===== src/hdl/pec_pkg.sv =====
`timescale 1ns / 1ps

package pec_pkg;

  localparam int SAMPLE_BITS = 24;
  localparam int COEFF_BITS  = 16;
  localparam int IR_BITS     = 17;
  localparam int IR_FRAC     = 16;
  localparam int CFG_BITS    = (SAMPLE_BITS > IR_BITS) ? SAMPLE_BITS : IR_BITS;
  localparam int IDX_BITS    = 2;
  localparam int CNT_BITS    = $clog2(SAMPLE_BITS);
  localparam int DVD_BITS    = 2 * SAMPLE_BITS + 2;

  localparam logic [IDX_BITS-1:0] REG_THRESHOLD = 2'd0;
  localparam logic [IDX_BITS-1:0] REG_INV_RATIO = 2'd1;
  localparam logic [IDX_BITS-1:0] REG_ATTACK    = 2'd2;
  localparam logic [IDX_BITS-1:0] REG_RELEASE   = 2'd3;

  localparam logic [SAMPLE_BITS-1:0] THR_RESET = {1'b1, {(SAMPLE_BITS-1){1'b0}}};
  localparam logic [IR_BITS-1:0]     IR_RESET  = {1'b1, {IR_FRAC{1'b0}}};

  typedef struct packed {
    logic load_in;
    logic mul_a;
    logic mul_b;
    logic env_upd;
    logic num_mul;
    logic num_add;
    logic dvd_mul;
    logic div_init;
    logic div_step;
    logic out_load;
  } pec_cmd_t;

  typedef struct packed {
    logic active;
  } pec_sts_t;

endpackage


===== src/hdl/pec_ctrl.sv =====
`timescale 1ns / 1ps

module pec_ctrl (
  input  logic             clk,
  input  logic             rst_n,
  input  logic             in_tvalid,
  output logic             in_tready,
  output logic             out_tvalid,
  input  logic             out_tready,
  input  pec_pkg::pec_sts_t sts,
  output pec_pkg::pec_cmd_t cmd
);

  localparam logic [3:0] S_IDLE = 4'd0;
  localparam logic [3:0] S_MULA = 4'd1;
  localparam logic [3:0] S_MULB = 4'd2;
  localparam logic [3:0] S_ENV  = 4'd3;
  localparam logic [3:0] S_NUMM = 4'd4;
  localparam logic [3:0] S_NUMA = 4'd5;
  localparam logic [3:0] S_DVD  = 4'd6;
  localparam logic [3:0] S_CHK  = 4'd7;
  localparam logic [3:0] S_DIV  = 4'd8;
  localparam logic [3:0] S_DONE = 4'd9;

  logic [3:0]                   state_r, state_nxt;
  logic [pec_pkg::CNT_BITS-1:0] cnt_r, cnt_nxt;
  logic                         out_valid_r, out_valid_nxt;

  always_comb begin
    state_nxt = state_r;
    cnt_nxt   = cnt_r;
    cmd       = '0;
    in_tready = 1'b0;
    case (state_r)
      S_IDLE: begin
        in_tready = 1'b1;
        if (in_tvalid) begin
          cmd.load_in = 1'b1;
          state_nxt   = S_MULA;
        end
      end
      S_MULA: begin
        cmd.mul_a = 1'b1;
        state_nxt = S_MULB;
      end
      S_MULB: begin
        cmd.mul_b = 1'b1;
        state_nxt = S_ENV;
      end
      S_ENV: begin
        cmd.env_upd = 1'b1;
        state_nxt   = sts.active ? S_NUMM : S_DONE;
      end
      S_NUMM: begin
        cmd.num_mul = 1'b1;
        state_nxt   = S_NUMA;
      end
      S_NUMA: begin
        cmd.num_add = 1'b1;
        state_nxt   = S_DVD;
      end
      S_DVD: begin
        cmd.dvd_mul = 1'b1;
        state_nxt   = S_CHK;
      end
      S_CHK: begin
        cmd.div_init = 1'b1;
        cnt_nxt      = pec_pkg::CNT_BITS'(pec_pkg::SAMPLE_BITS - 1);
        state_nxt    = S_DIV;
      end
      S_DIV: begin
        cmd.div_step = 1'b1;
        if (cnt_r == '0) begin
          state_nxt = S_DONE;
        end else begin
          cnt_nxt = cnt_r - 1'b1;
        end
      end
      S_DONE: begin
        if (!out_valid_r || out_tready) begin
          cmd.out_load = 1'b1;
          state_nxt    = S_IDLE;
        end
      end
      default: begin
        state_nxt = S_IDLE;
      end
    endcase
  end

  always_comb begin
    if (cmd.out_load) begin
      out_valid_nxt = 1'b1;
    end else if (out_tready) begin
      out_valid_nxt = 1'b0;
    end else begin
      out_valid_nxt = out_valid_r;
    end
  end

  always_ff @(posedge clk) begin
    if (!rst_n) begin
      state_r     <= S_IDLE;
      cnt_r       <= '0;
      out_valid_r <= 1'b0;
    end else begin
      state_r     <= state_nxt;
      cnt_r       <= cnt_nxt;
      out_valid_r <= out_valid_nxt;
    end
  end

  assign out_tvalid = out_valid_r;

endmodule


===== config.mk =====
export PLATFORM = sky130hd
export DESIGN_NAME = pec_ctrl
export DESIGN_NICKNAME = d
export VERILOG_FILES = /design/src/hdl/pec_pkg.sv /design/src/hdl/pec_ctrl.sv
export SDC_FILE = /design/constraint.sdc
export NUM_CORES = 1
export LEC_CHECK = 0
export ABC_AREA = 1
export BUFFER_PORTS_ARGS = -buffer_cell sky130_fd_sc_hd__buf_2
export CAP_MARGIN = 20
export CORE_MARGIN = 4
export CORE_UTILIZATION = 44
export DETAILED_ROUTE_END_ITERATION = 10
export PLACE_DENSITY = 0.69
export SYNTH_ARGS = -nofsm -noshare
export SYNTH_HDL_FRONTEND = slang
export SYNTH_SLANG_ARGS = --single-unit

===== constraint.sdc =====
create_clock -name clk -period 1.17 [get_ports clk]
set_input_delay 0.117 -clock clk [delete_from_list [all_inputs] [get_ports clk]]
set_output_delay 0.117 -clock clk [all_outputs]
set_load 0.02 [all_outputs]

==> results.cfg <==
[timing]
layout_setup_ws_ns = -0.137
finalHoldViolations = 0
max_slew.worst_pin.slew_ns = 0.295
rsz0062_at_grt = yes
setup_viol = 17
skew_ns = 0.0116
relSlewSlack_pct = 80.3
finalCritPeriodShare_pct = 112
post-route-min-period_ns = 1.31
fmax_ghz = 0.765
tns_ns = -1.03
final-max-slew-violation-count = 0

[critical_path]
end_kind = output port
worst-path-max-fanout = 4
max_stage_delay_ns = 0.38
required_ns = 1.05
reg2reg_depth = 8
start_kind = flop
critPathKind = reg2out
crit_arrival_ns = 1.19
crit_chain = inv_6 -> nor2_4 -> inv_2 -> nor3_4 -> buf_6
crit_path_top_delay_cell = dfxtp_4

[grt]
first_global_vias = 646
grt_max_degree = 9
track_usage_pct = 18.0
grt.overflow.total = 0
antenna_found_initial = 0
grt_first_pass_wirelength_mm = 2.70

[power_and_ir_drop]
ir_drop_mv = 0.857
p_sw_mw = 0.482
combPwrFrac_pct = 46.7
p_clk_share_pct = 19.6
seq_power_share_pct = 33.6
powerDensity_nw_per_um2 = 1040
p_leak_nw = 0.565
p_int_mw = 0.721
p_sw_share_pct = 40.0

[status]
violations = negative setup slack
status = finished, violations left

[placed_design]
io_buffer_count = 16
routabilityCongestion = 0.937
hpwl_mm = 1.12
placed_area_um2 = 768

[clock_network]
postCtsHoldBufs = 0
clk_pin_slew_ns = 0.07
clock-sinks = 10
clk_latency_ns = 0.27
cts_buffers = 3
htreeDepth = 1
cts_tree = yes
cts_root_buffer = clkbuf_4
cts_buffer_depth = 2

[yosys]
netlist_area_um2 = 634
synthTopCellsByCount = nor2_1 (24), inv_1 (16), dfxtp_1 (10)
synthArstFlopShare_pct = 0
yosysMostFrequentCell = nor2_1
yosysSeqAreaShare_pct = 31.6
synthTopCellsByArea = dfxtp_1 (32%), nor2_1 (14%), inv_1 (9.5%)
synthDistinctLibCells = 22
synth_edf_count = 0
yosys_register_bits = 10
yosysTopAreaCell = dfxtp_1
synthCells = 95
syn_area_per_cell_um2 = 6.68
synth-warning-count = 0
ys.flop_type = dfxtp_1
syn_nets = 101
synth_top_area_share_pct = 31.6

[final_layout]
design_area_um2 = 1160
area_growth_syn_to_layout_pct = 82.2
num_antenna_cells = 0
fin_nets = 141
drive_above_1_share_pct = 72.9

[routing]
vias = 804
drtPass1Iterations = 4
drc = 0
wl_per_cell_um = 17.3
wl_mm = 2.56
drt_iter0_drc = 37
ant_nets = 0
vias_per_cell = 5.43

[die]
dieArea_um2 = 2110
placementRows = 13
die_w_um = 46.0
die_h_um = 46.0
placeableCoreArea_um2 = 1330
top_level_ports = 17
start_util_pct = 47.6

[min_path]
hold_path.class = in2reg
holdPathStages = 3

[run]
cap_violations = 0
[kinds of logic (layout without fill, tap and decap cells)]
kind of cell	Yosys count	in the layout	share of synthesized area, %
buf+inv	21	59	13.0
simple gates	50	50	39.8
compound gates	12	12	12.2
flops	10	10	31.6
xor+xnor	1	1	1.38
fa+ha+maj	1	1	1.97
[final cells by class]
class | count | area (um2)
Multi-Input combinational cell | 64 | 503
Timing Repair Buffer | 36 | 303
Sequential cell | 10 | 219
Fill cell | 69 | 178
Inverter | 20 | 90.1
Clock buffer | 3 | 22.5
Tap cell | 15 | 18.8
[power groups by stage]
| stage | combinational [mW] | clock, mW | sequential (mW) |
|---|---|---|---|
| floorplan | 0.225 | 0 | 0.387 |
| global placement | 0.314 | 0 | 0.389 |
| detailed placement | 0.311 | 0 | 0.390 |
| CTS | 0.369 | 0.238 | 0.397 |
| global route | 0.587 | 0.259 | 0.408 |
| finish | 0.562 | 0.236 | 0.404 |
[critical path: cells and delay by family, from the launching register on]
kind | cells | cell delay, ns
buf+inv | 3 | 0.28
simple gates | 2 | 0.27
flops | 1 | 0.38
[placed cells by master (no fill, tap or decap), types with 2 or more instances in the layout]
master and n:
a21oi_1 4, a21oi_2 3, buf_2 5, buf_4 19, buf_6 12, clkbuf_4 3
dfxtp_1 3, dfxtp_2 3, dfxtp_4 4, inv_1 7, inv_2 8, inv_4 4
nand2_1 4, nand2_2 3, nand2_4 5, nand3_1 3, nand3_2 4, nand3_4 2
nor2_1 10, nor2_2 8, nor2_4 7, o21ai_2 3
[path summary, 6_finish.rpt]
kind,endpoint,from,slack (ns)
min reg2reg,state_r[1],state_r[3],0.52
max,cmd[0],state_r[0],-0.14
min,cnt_r[1],rst_n,0.11
max reg2reg,cnt_r[3],state_r[0],-0.09
[timing repair]
action,4_1_cts,5_1_grt
pin swaps,7,18
endpoints found under the hold margin,0,0
gates cloned,0,0
endpoints found under the setup margin,15,18
gates resized for setup,34,51
setup buffers,6,11
[sequential cells by signal (all words and copies together), names as in the netlist]
signal / flops
cnt_r: 5
out_tvalid: 1
state_r: 4
[per-stage QoR]
step / instances / setup slack [ns] / hold slack (ns) / power, mW / utilization, %
CTS: 139 / -0.103 / 0.0892 / 1.00 / 69.6
detailed placement: 130 / -0.0213 / 0.365 / 0.701 / 57.6
floorplan: 95 / -0.0375 / 0.228 / 0.612 / -
finish: 148 / -0.137 / 0.106 / 1.20 / 86.7
global route: 148 / -0.198 / 0.109 / 1.25 / 86.7
global placement: 130 / -0.00479 / 0.367 / 0.703 / 57.6
[layer usage]
layer | vias up | GRT usage, % | part of all wire [%]
met5 | - | 0 | 0
met4 | 0 | 4.55 | 2.7
met3 | 10 | 7.11 | 6.4
met2 | 36 | 31.3 | 53
met1 | 385 | 20.0 | 38
li1 | 373 | - | -
Power figures use the tool's default switching activity.
